[config.mk]
export PLATFORM = sky130hd
export DESIGN_NAME = scalar_kalman_filter_flat
export DESIGN_NICKNAME = d
export VERILOG_FILES = /design/src/skf_pkg.sv /design/src/skf_if.sv /design/src/skf_seq.sv /design/src/scalar_kalman_filter.sv /design/src/flat_wrapper.sv
export VERILOG_INCLUDE_DIRS = /design/src /design/src/src
export SDC_FILE = /design/constraint.sdc
export NUM_CORES = 2
export LEC_CHECK = 0
export ABC_AREA = 1
export BUFFER_PORTS_ARGS = -buffer_cell sky130_fd_sc_hd__buf_2
export CORE_UTILIZATION = 35
export DETAILED_ROUTE_END_ITERATION = 10
export SYNTH_ARGS = -nofsm -noshare
export SYNTH_HDL_FRONTEND = slang
export SYNTH_SLANG_ARGS = --single-unit
[constraint.sdc]
create_clock -name clk -period 8 [get_ports clk]
set_clock_uncertainty 0.15 [all_clocks]
set_input_delay 1.6 -clock clk [delete_from_list [all_inputs] [get_ports clk]]
set_output_delay 1.6 -clock clk [all_outputs]
set_load 0.01 [all_outputs]
[src/assert_macros.svh]
// ----------------------------------------------------------------------------
// Assertion macros
// Shared concurrent assertion forms, clocked on clk and disabled in reset.
// ----------------------------------------------------------------------------
`ifndef ASSERT_MACROS_SVH
`define ASSERT_MACROS_SVH

// plain property
`define SKF_ASSERT(lbl, prop, msg) \
    lbl: assert property (@(posedge clk) disable iff (!rst_n) (prop)) \
    else $error(msg);

// same-cycle implication
`define SKF_ASSERT_IMPL(lbl, ante, cons, msg) \
    lbl: assert property (@(posedge clk) disable iff (!rst_n) (ante) |-> (cons)) \
    else $error(msg);

// next-cycle implication
`define SKF_ASSERT_NEXT(lbl, ante, cons, msg) \
    lbl: assert property (@(posedge clk) disable iff (!rst_n) (ante) |=> (cons)) \
    else $error(msg);

`endif

[src/skf_pkg.sv]
// ----------------------------------------------------------------------------
// skf_pkg
// Widths, reset constants, microcode format and control ROM of the scalar
// Kalman filter.
// ----------------------------------------------------------------------------
package skf_pkg;

    // fixed-point formats
    localparam int FRAC_BITS = 16;
    localparam int GAIN_BITS = 16;
    localparam int DATA_W    = 32;
    localparam int GAIN_W    = GAIN_BITS + 1;
    localparam int CFG_IDX_W = 8;

    // divider: one quotient bit per step
    localparam int DIV_STEPS = GAIN_W;
    localparam int CNT_W     = $clog2(DIV_STEPS);
    localparam int NUM_W     = DATA_W + GAIN_BITS + 1;

    localparam logic [GAIN_W-1:0] GAIN_ONE = GAIN_W'(64'd1 << GAIN_BITS);

    // register reset values
    localparam logic [DATA_W-1:0] FX_ONE   = DATA_W'(64'd1 << FRAC_BITS);
    localparam logic [DATA_W-1:0] FX_TENTH = DATA_W'(((64'd1 << FRAC_BITS) + 64'd5) / 64'd10);

    // configuration register indexes
    typedef enum logic [CFG_IDX_W-1:0] {
        REG_PROCESS_NOISE,
        REG_MEAS_NOISE,
        REG_INIT_ERROR,
        REG_INIT_ESTIMATE
    } cfg_reg_t;

    // datapath operations
    typedef enum logic [3:0] {
        OP_IDLE,
        OP_P1,
        OP_DEN,
        OP_DIV_INIT,
        OP_DIV_STEP,
        OP_GAIN,
        OP_MUL_X,
        OP_UPD_X,
        OP_MUL_P,
        OP_UPD_P,
        OP_EMIT,
        OP_NOP
    } op_t;

    // jump conditions
    typedef enum logic [2:0] {
        C_NEVER,
        C_ALWAYS,
        C_NO_INPUT,
        C_DEN_ZERO,
        C_DIV_MORE,
        C_OUT_BUSY
    } cond_t;

    localparam int STEP_W = 4;
    typedef logic [STEP_W-1:0] step_t;

    localparam step_t S_IDLE = step_t'(0);
    localparam step_t S_P1   = step_t'(1);
    localparam step_t S_DEN  = step_t'(2);
    localparam step_t S_DIVI = step_t'(3);
    localparam step_t S_DIVS = step_t'(4);
    localparam step_t S_GAIN = step_t'(5);
    localparam step_t S_MULX = step_t'(6);
    localparam step_t S_UPDX = step_t'(7);
    localparam step_t S_MULP = step_t'(8);
    localparam step_t S_UPDP = step_t'(9);
    localparam step_t S_EMIT = step_t'(10);
    localparam step_t S_DONE = step_t'(11);

    // one control word: operation, jump condition, jump target
    typedef struct packed {
        op_t   op;
        cond_t cond;
        step_t target;
    } ucode_t;

    // datapath flags seen by the sequencer
    typedef struct packed {
        logic in_valid;
        logic den_zero;
        logic div_more;
        logic out_busy;
    } skf_status_t;

    // control program
    function automatic ucode_t ucode_rom(step_t s);
        ucode_t w;
        case (s)
            S_IDLE:  w = '{op: OP_IDLE,     cond: C_NO_INPUT, target: S_IDLE};
            S_P1:    w = '{op: OP_P1,       cond: C_NEVER,    target: S_IDLE};
            S_DEN:   w = '{op: OP_DEN,      cond: C_NEVER,    target: S_IDLE};
            S_DIVI:  w = '{op: OP_DIV_INIT, cond: C_DEN_ZERO, target: S_GAIN};
            S_DIVS:  w = '{op: OP_DIV_STEP, cond: C_DIV_MORE, target: S_DIVS};
            S_GAIN:  w = '{op: OP_GAIN,     cond: C_NEVER,    target: S_IDLE};
            S_MULX:  w = '{op: OP_MUL_X,    cond: C_NEVER,    target: S_IDLE};
            S_UPDX:  w = '{op: OP_UPD_X,    cond: C_NEVER,    target: S_IDLE};
            S_MULP:  w = '{op: OP_MUL_P,    cond: C_NEVER,    target: S_IDLE};
            S_UPDP:  w = '{op: OP_UPD_P,    cond: C_NEVER,    target: S_IDLE};
            S_EMIT:  w = '{op: OP_EMIT,     cond: C_OUT_BUSY, target: S_EMIT};
            S_DONE:  w = '{op: OP_NOP,      cond: C_ALWAYS,   target: S_IDLE};
            default: w = '{op: OP_NOP,      cond: C_ALWAYS,   target: S_IDLE};
        endcase
        return w;
    endfunction

endpackage

[src/skf_if.sv]
// ----------------------------------------------------------------------------
// skf channel interfaces
// Valid/ready channels for configuration writes, measurements and results.
// ----------------------------------------------------------------------------

// configuration write channel
interface skf_cfg_if import skf_pkg::*; ();
    logic                 valid;
    logic                 ready;
    logic [CFG_IDX_W-1:0] index;
    logic [DATA_W-1:0]    data;

    modport source (output valid, index, data, input ready);
    modport sink   (input valid, index, data, output ready);
endinterface

// measurement channel
interface skf_in_if import skf_pkg::*; ();
    logic                     valid;
    logic                     ready;
    logic signed [DATA_W-1:0] measured_value;

    modport source (output valid, measured_value, input ready);
    modport sink   (input valid, measured_value, output ready);
endinterface

// result channel
interface skf_out_if import skf_pkg::*; ();
    logic                     valid;
    logic                     ready;
    logic signed [DATA_W-1:0] filtered_estimate;
    logic        [GAIN_W-1:0] kalman_gain;
    logic        [DATA_W-1:0] error_variance;

    modport source (output valid, filtered_estimate, kalman_gain, error_variance,
                    input ready);
    modport sink   (input valid, filtered_estimate, kalman_gain, error_variance,
                    output ready);
endinterface

[src/skf_seq.sv]
// ----------------------------------------------------------------------------
// skf_seq
// Microcode sequencer: step counter, control ROM and conditional jumps.
// ----------------------------------------------------------------------------
module skf_seq import skf_pkg::*;
(
    input  logic        clk,
    input  logic        rst_n,
    input  skf_status_t status,
    output ucode_t      ctrl
);

    step_t  pc_reg;
    step_t  pc_next;
    logic   take;

    assign ctrl = ucode_rom(pc_reg);

    // jump condition
    always_comb
    begin
        case (ctrl.cond)
            C_NEVER:    take = 1'b0;
            C_ALWAYS:   take = 1'b1;
            C_NO_INPUT: take = !status.in_valid;
            C_DEN_ZERO: take = status.den_zero;
            C_DIV_MORE: take = status.div_more;
            C_OUT_BUSY: take = status.out_busy;
            default:    take = 1'b1;
        endcase
        pc_next = take ? ctrl.target : step_t'(pc_reg + step_t'(1));
    end

    // step counter
    always_ff @(posedge clk or negedge rst_n)
    begin
        if (!rst_n)
        begin
            pc_reg <= S_IDLE;
        end
        else
        begin
            pc_reg <= pc_next;
        end
    end

endmodule

[src/scalar_kalman_filter.sv]
// ----------------------------------------------------------------------------
// scalar_kalman_filter
// One-dimensional Kalman filter in Q16.16, run by a microcoded datapath.
// ----------------------------------------------------------------------------
// Usage:
//   cfg         : register writes (index 0 Q, 1 R, 2 initial error, 3 initial
//                 estimate); always ready. Writing index 2 or 3 also reloads
//                 the variance or the estimate. Other indexes are ignored.
//   measurement : one measured_value per item, taken only in the idle step.
//   result      : filtered_estimate, kalman_gain (Q1.16) and error_variance,
//                 held in an output register until taken.
// Sequence: after the measurement is accepted, the ROM steps through P1, the
//   denominator P1 + R, the 17-step restoring divider that forms the gain
//   (skipped when P1 + R is zero), the estimate and variance updates on one
//   shared 33x18 multiplier used twice, and the emit step. A new item is
//   accepted only back in the idle step, after the previous one is emitted.
// Reset: the sequencer returns to idle, the output register empties and the
//   registers and state take their default values.
// Stall: while a result waits, the next item is still processed; the emit
//   step holds until the output register is free.
// ----------------------------------------------------------------------------
`include "assert_macros.svh"

module scalar_kalman_filter import skf_pkg::*;
(
    input logic       clk,
    input logic       rst_n,
    skf_cfg_if.sink   cfg,
    skf_in_if.sink    measurement,
    skf_out_if.source result
);

    ucode_t      ctrl;
    skf_status_t status;

    // configuration and filter state
    logic        [DATA_W-1:0] q_noise_reg, q_noise_next;
    logic        [DATA_W-1:0] r_noise_reg, r_noise_next;
    logic        [DATA_W-1:0] init_err_reg, init_err_next;
    logic        [DATA_W-1:0] init_est_reg, init_est_next;
    logic signed [DATA_W-1:0] est_reg, est_next;
    logic        [DATA_W-1:0] var_reg, var_next;

    // working registers
    logic signed [DATA_W-1:0] z_reg, z_next;
    logic        [DATA_W-1:0] p1_reg, p1_next;
    logic        [DATA_W:0]   den_reg, den_next;
    logic        [DATA_W:0]   rem_reg, rem_next;
    logic        [GAIN_W-1:0] low_reg, low_next;
    logic        [GAIN_W-1:0] quo_reg, quo_next;
    logic        [CNT_W-1:0]  cnt_reg, cnt_next;
    logic        [GAIN_W-1:0] k_reg, k_next;
    logic signed [DATA_W:0]   diff_reg, diff_next;
    logic signed [DATA_W+GAIN_W+1:0] prod_reg, prod_next;
    logic signed [DATA_W-1:0] xn_reg, xn_next;
    logic        [DATA_W-1:0] pn_reg, pn_next;

    // output register
    logic                     out_valid_reg, out_valid_next;
    logic signed [DATA_W-1:0] out_est_reg, out_est_next;
    logic        [GAIN_W-1:0] out_gain_reg, out_gain_next;
    logic        [DATA_W-1:0] out_var_reg, out_var_next;

    // combinational datapath
    logic        [DATA_W:0]   p1_sum;
    logic        [NUM_W-1:0]  num;
    logic        [DATA_W+1:0] trial;
    logic                     trial_ge;
    logic signed [DATA_W:0]   mul_a;
    logic signed [GAIN_W:0]   mul_b;
    logic signed [DATA_W+GAIN_W+1:0] rnd_full;
    logic signed [DATA_W+2:0] rnd;
    logic signed [DATA_W+2:0] x_sum;
    logic                     emit_load;

    localparam logic [CNT_W-1:0] DIV_LAST = CNT_W'(DIV_STEPS - 1);

    skf_seq u_seq
    (
        .clk    (clk),
        .rst_n  (rst_n),
        .status (status),
        .ctrl   (ctrl)
    );

    // handshakes and sequencer flags
    assign cfg.ready         = 1'b1;
    assign measurement.ready = (ctrl.op == OP_IDLE);

    assign status.in_valid = measurement.valid;
    assign status.den_zero = (den_reg == '0);
    assign status.div_more = (cnt_reg != DIV_LAST);
    assign status.out_busy = out_valid_reg && !result.ready;

    assign emit_load = (ctrl.op == OP_EMIT) && !status.out_busy;

    // arithmetic shared by the steps
    always_comb
    begin
        p1_sum   = {1'b0, var_reg} + {1'b0, q_noise_reg};
        num      = {1'b0, p1_reg, {GAIN_BITS{1'b0}}} + NUM_W'(den_reg[DATA_W:1]);
        trial    = {rem_reg, low_reg[GAIN_W-1]};
        trial_ge = (trial >= {1'b0, den_reg});

        if (ctrl.op == OP_MUL_P)
        begin
            mul_a = $signed({1'b0, p1_reg});
            mul_b = $signed({1'b0, GAIN_W'(GAIN_ONE - k_reg)});
        end
        else
        begin
            mul_a = diff_reg;
            mul_b = $signed({1'b0, k_reg});
        end

        rnd_full = (prod_reg + $signed((DATA_W + GAIN_W + 2)'(64'd1 << (GAIN_BITS - 1))))
                   >>> GAIN_BITS;
        rnd      = rnd_full[DATA_W+2:0];
        x_sum    = {{3{est_reg[DATA_W-1]}}, est_reg} + rnd;
    end

    // next-state logic for all registers
    always_comb
    begin
        q_noise_next   = q_noise_reg;
        r_noise_next   = r_noise_reg;
        init_err_next  = init_err_reg;
        init_est_next  = init_est_reg;
        est_next       = est_reg;
        var_next       = var_reg;
        z_next         = z_reg;
        p1_next        = p1_reg;
        den_next       = den_reg;
        rem_next       = rem_reg;
        low_next       = low_reg;
        quo_next       = quo_reg;
        cnt_next       = cnt_reg;
        k_next         = k_reg;
        diff_next      = diff_reg;
        prod_next      = prod_reg;
        xn_next        = xn_reg;
        pn_next        = pn_reg;
        out_est_next   = out_est_reg;
        out_gain_next  = out_gain_reg;
        out_var_next   = out_var_reg;
        out_valid_next = out_valid_reg && !result.ready;

        // register writes; initial values also reload the state
        if (cfg.valid)
        begin
            case (cfg.index)
                REG_PROCESS_NOISE: q_noise_next = cfg.data;
                REG_MEAS_NOISE:    r_noise_next = cfg.data;
                REG_INIT_ERROR:
                begin
                    init_err_next = cfg.data;
                    var_next      = cfg.data;
                end
                REG_INIT_ESTIMATE:
                begin
                    init_est_next = cfg.data;
                    est_next      = $signed(cfg.data);
                end
                default: ;
            endcase
        end

        case (ctrl.op)
            OP_IDLE:
            begin
                if (measurement.valid)
                begin
                    z_next = measurement.measured_value;
                end
            end
            // predicted variance, saturated
            OP_P1:
            begin
                p1_next = p1_sum[DATA_W] ? '1 : p1_sum[DATA_W-1:0];
            end
            OP_DEN:
            begin
                den_next = {1'b0, p1_reg} + {1'b0, r_noise_reg};
            end
            // rounded numerator loaded into the divider
            OP_DIV_INIT:
            begin
                rem_next = {1'b0, num[NUM_W-1 -: DATA_W]};
                low_next = num[GAIN_W-1:0];
                quo_next = '0;
                cnt_next = '0;
            end
            // one restoring division step; the remainder may need all 33 bits
            OP_DIV_STEP:
            begin
                rem_next = trial_ge ? (DATA_W + 1)'(trial - {1'b0, den_reg})
                                    : trial[DATA_W:0];
                low_next = {low_reg[GAIN_W-2:0], 1'b0};
                quo_next = {quo_reg[GAIN_W-2:0], trial_ge};
                cnt_next = CNT_W'(cnt_reg + CNT_W'(1));
            end
            OP_GAIN:
            begin
                k_next    = (quo_reg > GAIN_ONE) ? GAIN_ONE : quo_reg;
                diff_next = {z_reg[DATA_W-1], z_reg} - {est_reg[DATA_W-1], est_reg};
            end
            OP_MUL_X,
            OP_MUL_P:
            begin
                prod_next = mul_a * mul_b;
            end
            // estimate update, saturated to the signed range
            OP_UPD_X:
            begin
                if (x_sum[DATA_W+2:DATA_W-1] == '0 || x_sum[DATA_W+2:DATA_W-1] == '1)
                begin
                    xn_next = x_sum[DATA_W-1:0];
                end
                else if (x_sum[DATA_W+2])
                begin
                    xn_next = {1'b1, {(DATA_W-1){1'b0}}};
                end
                else
                begin
                    xn_next = {1'b0, {(DATA_W-1){1'b1}}};
                end
            end
            OP_UPD_P:
            begin
                pn_next = (rnd[DATA_W+2:DATA_W] != '0) ? '1 : rnd[DATA_W-1:0];
            end
            OP_EMIT:
            begin
                if (emit_load)
                begin
                    est_next       = xn_reg;
                    var_next       = pn_reg;
                    out_est_next   = xn_reg;
                    out_gain_next  = k_reg;
                    out_var_next   = pn_reg;
                    out_valid_next = 1'b1;
                end
            end
            default: ;
        endcase
    end

    // control, configuration and state registers
    always_ff @(posedge clk or negedge rst_n)
    begin
        if (!rst_n)
        begin
            q_noise_reg   <= FX_TENTH;
            r_noise_reg   <= FX_TENTH;
            init_err_reg  <= FX_ONE;
            init_est_reg  <= FX_TENTH;
            est_reg       <= $signed(FX_TENTH);
            var_reg       <= FX_ONE;
            cnt_reg       <= '0;
            out_valid_reg <= 1'b0;
        end
        else
        begin
            q_noise_reg   <= q_noise_next;
            r_noise_reg   <= r_noise_next;
            init_err_reg  <= init_err_next;
            init_est_reg  <= init_est_next;
            est_reg       <= est_next;
            var_reg       <= var_next;
            cnt_reg       <= cnt_next;
            out_valid_reg <= out_valid_next;
        end
    end

    // payload registers
    always_ff @(posedge clk)
    begin
        z_reg        <= z_next;
        p1_reg       <= p1_next;
        den_reg      <= den_next;
        rem_reg      <= rem_next;
        low_reg      <= low_next;
        quo_reg      <= quo_next;
        k_reg        <= k_next;
        diff_reg     <= diff_next;
        prod_reg     <= prod_next;
        xn_reg       <= xn_next;
        pn_reg       <= pn_next;
        out_est_reg  <= out_est_next;
        out_gain_reg <= out_gain_next;
        out_var_reg  <= out_var_next;
    end

    assign result.valid             = out_valid_reg;
    assign result.filtered_estimate = out_est_reg;
    assign result.kalman_gain       = out_gain_reg;
    assign result.error_variance    = out_var_reg;

    // checks
    `SKF_ASSERT_IMPL(a_rem_below_div, ctrl.op == OP_DIV_STEP, rem_reg < den_reg,
        "divider remainder not below divisor")
    `SKF_ASSERT_IMPL(a_result_is_state, result.valid,
        result.error_variance == var_reg && result.filtered_estimate == est_reg,
        "pending result differs from filter state")
    `SKF_ASSERT_NEXT(a_emit_loads_output, emit_load,
        result.valid && result.kalman_gain == $past(k_reg),
        "emit step did not load the output register")
    `SKF_ASSERT(a_valid_from_emit, $rose(result.valid) |-> $past(ctrl.op == OP_EMIT),
        "result raised outside the emit step")

endmodule

[src/flat_wrapper.sv]
// flat-port wrapper written by rule: the top's interface ports become plain ports
module scalar_kalman_filter_flat import skf_pkg::*;
  (clk, rst_n, cfg_valid, cfg_index, cfg_data, cfg_ready, measurement_valid, measurement_measured_value, measurement_ready, result_valid, result_filtered_estimate, result_kalman_gain, result_error_variance, result_ready);
  skf_cfg_if cfg_i ();
  skf_in_if measurement_i ();
  skf_out_if result_i ();
  input logic clk;
  input logic rst_n;
  input wire logic [$bits(cfg_i.valid)-1:0] cfg_valid;
  input wire logic [$bits(cfg_i.index)-1:0] cfg_index;
  input wire logic [$bits(cfg_i.data)-1:0] cfg_data;
  output wire logic [$bits(cfg_i.ready)-1:0] cfg_ready;
  input wire logic [$bits(measurement_i.valid)-1:0] measurement_valid;
  input wire logic [$bits(measurement_i.measured_value)-1:0] measurement_measured_value;
  output wire logic [$bits(measurement_i.ready)-1:0] measurement_ready;
  output wire logic [$bits(result_i.valid)-1:0] result_valid;
  output wire logic [$bits(result_i.filtered_estimate)-1:0] result_filtered_estimate;
  output wire logic [$bits(result_i.kalman_gain)-1:0] result_kalman_gain;
  output wire logic [$bits(result_i.error_variance)-1:0] result_error_variance;
  input wire logic [$bits(result_i.ready)-1:0] result_ready;
  assign cfg_i.valid = cfg_valid;
  assign cfg_i.index = cfg_index;
  assign cfg_i.data = cfg_data;
  assign cfg_ready = cfg_i.ready;
  assign measurement_i.valid = measurement_valid;
  assign measurement_i.measured_value = measurement_measured_value;
  assign measurement_ready = measurement_i.ready;
  assign result_valid = result_i.valid;
  assign result_filtered_estimate = result_i.filtered_estimate;
  assign result_kalman_gain = result_i.kalman_gain;
  assign result_error_variance = result_i.error_variance;
  assign result_i.ready = result_ready;
  scalar_kalman_filter u_core (.clk(clk), .rst_n(rst_n), .cfg(cfg_i), .measurement(measurement_i), .result(result_i));
endmodule
==> impl_results.md <==
* Final slew viol count at 0
* Routed wl met3 at 13,700 um
* Post-synth ARST share at 0.259
* Worst EP arrival at 8.09 ns
* CTS tree: done
* RSZ-0062 raised after global routing: yes
* Slowest-stage cell, CP: fa_1
* Crit path max fanout at 19
* HPWL after detailed placement at 147,000 um
* Post-route cell area at 0.0576 mm^2
* Setup slack, reg-to-reg at 0.18 ns
* Cell taking the most area after synthesis: edfxtp_1
* Syn_area_per_cell at 8.26 um^2
* Detailed-route via count at 43,046
* P&R area growth vs syn at 10.8%
* Max reg flops at 36
* First-pass GRT wire length at 270,000 um
* Rel. slew slack at 0.210
* Die Width at 387 um
* Top cells by area, synth: edfxtp_1, fa_1, nand2_1
* Cell Area, Synth at 0.0520 mm^2
* Starting DRT DRC Count at 3,779
* Top FF cell, synth: edfxtp_1
* DRT antenna net count at 0
* Worst-Skew Late Latency at 0.68 ns
* Min-Delay Path Class: flip-flop to flip-flop
* Post-synth EDFFs at 395
* DR top layer: met5
* Drt pass-1 iters at 11
* Min cycle time layout at 7.82 ns
* Sink Count at 533
* CP Launch Type: flip-flop
* Register clock-pin slew on the reported worst setup and hold paths at 0.06 ns
* Worst path required time at 8.27 ns
* IO Port Bufs at 159
* Met2 routed WL at 79,800 um
* Commonest non-fill, non-tap cell in the layout: nand2_1
* Max incr delay on CP at 0.57 ns
* Grt ovf at 0
* Max-cap viol count at 0
* DIE AREA at 0.150 mm^2
* Vias per Instance at 5.09
* Status: finished with violations
* Clock Tree Buf Depth at 3
* Synth warnings at 0
* Cells after Synth at 6,294
* Syn_nets at 7,215
* CTS H-tree lvls at 2
* Synth unique cells at 57
* Core area at 0.147 mm^2
* Worst-Margin Slew at 1.18 ns
* Failing checks: design-rule violations
* Reg-to-reg endpoint: u_core.prod_reg[44]
* Crit end category: flip-flop
* IO Count at 161
* Max Fclk at 128 MHz
* Top cell type's share of synthesized area at 0.228
* Cts bufs inserted at 59
* Tcrit/Tclk final at 0.978
* DRC errors left at 4
* Final Hold Violating Endpoints at 0
* Number of global-route vias before repair at 43,018
* Antenna violations before repair at 9
* CP startpoint: u_core.k_reg[2]
* Hold Slack at 0.297 ns
* WL per Instance at 21.1 um
* Met1 Wirelength at 77,800 um
* Layout cell share with drive strength beyond 1 at 0.0830
* Cell Rows at 141
* #FFs+latches synth at 533
* Dpl cell area at 0.0554 mm^2
* # nets final at 7,400
* Min-Delay Startpoint: u_core.xn_reg[6]
* Largest net degree at the start of global routing at 88
* Fillers at 15,149
* Overall routing resource usage at 0.237
* Most frequent cell on the critical path: fa_1
* R2r startpoint: u_core.k_reg[2]
* Commonest non-fill, non-tap cells in the layout: nand2_1, inv_1, nor2_1
* Routability cong. at 0.981
* Register area share after synthesis at 0.295
* Crit Path Class: flip-flop to flip-flop
* Root buffer cell: clkbuf_16
* Reg2Reg Depth at 28
* Initial Util at 0.352
* CP endpoint: u_core.prod_reg[44]
* Die H at 387 um
* Setup-failing EPs final at 0
* Routed Wire Length at 178,000 um
==> how the worst min path moves through the flow <==
stage               slack, ns                                  end  cells after the start
finish                   0.30   u_core.result.filtered_estimate[6]                      0
global route             0.31   u_core.result.filtered_estimate[6]                      0
CTS                      0.30   u_core.result.filtered_estimate[6]                      0
detailed placement       0.28  u_core.result.filtered_estimate[19]                      0
global placement         0.29   u_core.result.filtered_estimate[4]                      0
floorplan                0.28        u_core.result.kalman_gain[15]                      0
==> critical path: cells and delay by family (launching register included) <==
kind,cells,cell delay (ns)
adder cells (fa/ha/maj),7,3.46
AND/OR/NAND/NOR,9,1.42
buffers and inverters,6,0.91
AO/OA/AOI/OAI,4,0.91
flip-flops,1,0.43
XOR/XNOR,2,0.28
==> final cells by class <==
class	count	area, um^2	share of cell area
antenna	2	5.00	0.0000869
clock buffer	75	1630	0.0282
clock inverter	34	349	0.00606
inverter	1188	4500	0.0781
multi-input combinational	4413	31500	0.547
sequential	533	15300	0.266
tap	1930	2410	0.0419
timing repair buffer	284	1840	0.0319
==> routing by layer <==
layer / GRT usage / vias up
li1: - / 20196
met1: 0.328 / 21022
met5: 0 / -
met4: 0.0839 / 4
met2: 0.373 / 1561
met3: 0.0420 / 263
==> kinds of logic (layout without fill, tap and decap cells) <==
kind of cell | after synthesis | count (layout) | share of synthesized area
AO/OA/AOI/OAI | 846 | 846 | 0.0897
XOR/XNOR | 198 | 198 | 0.0338
adder cells (fa/ha/maj) | 844 | 844 | 0.281
buffers and inverters | 1348 | 1581 | 0.101
flip-flops | 533 | 533 | 0.295
other | 1 | 3 | 0.0000721
AND/OR/NAND/NOR | 2524 | 2524 | 0.199
==> through the flow <==
| stage | setup TNS, ns | util | cells | setup slack (ns) |
|---|---|---|---|---|
| 5_1_grt | -0.125 | 0.391 | 8457 | -0.110 |
| 6_report | 0 | 0.391 | 8459 | 0.178 |
| 2_1_floorplan | 0 | - | 6294 | 1.33 |
| 3_3_place_gp | -0.185 | 0.376 | 8335 | -0.164 |
| 4_1_cts | 0 | 0.389 | 8444 | 0.0487 |
| 3_5_place_dp | -0.0772 | 0.376 | 8335 | -0.0772 |
==> synthesized netlist by cell type (4+ instances only) <==
cell type     n
o211ai_1      8
buf_4         4
ha_1        304
o22ai_1       4
a21oi_1     325
xnor2_1      68
nor3b_1       4
inv_2        11
o21ai_0     325
buf_2        67
nor2_1      622
dfrtp_1     116
nor4_1       17
fa_1        540
clkbuf_1     71
a31oi_1      24
o21a_1        7
nand4_1      75
edfxtp_1    395
a31o_2        4
a21boi_0     15
nand3_1     194
o21ai_2      19
nor2_2        4
nor3_1       56
inv_1      1172
a21o_1       32
nand3b_1     24
and3_1        6
nand2_2       7
buf_6        14
xor2_1      128
a221oi_1      5
dfstp_2      22
o21ai_1      29
clkinv_1      5
o21bai_1     35
or2_2        46
nand2_1    1457
a211oi_1      7
==> timing repair <==
action | 4_1_cts | 5_1_grt
gates resized for setup | 2 | 25
endpoints found under the setup margin | 1 | 27
hold buffers | 0 | 0
setup buffers | 0 | 13
hold endpoints to repair | 0 | 0
Power is not shown: default switching activity piles up to over one toggle a cycle in this logic, so the estimate is an artifact.
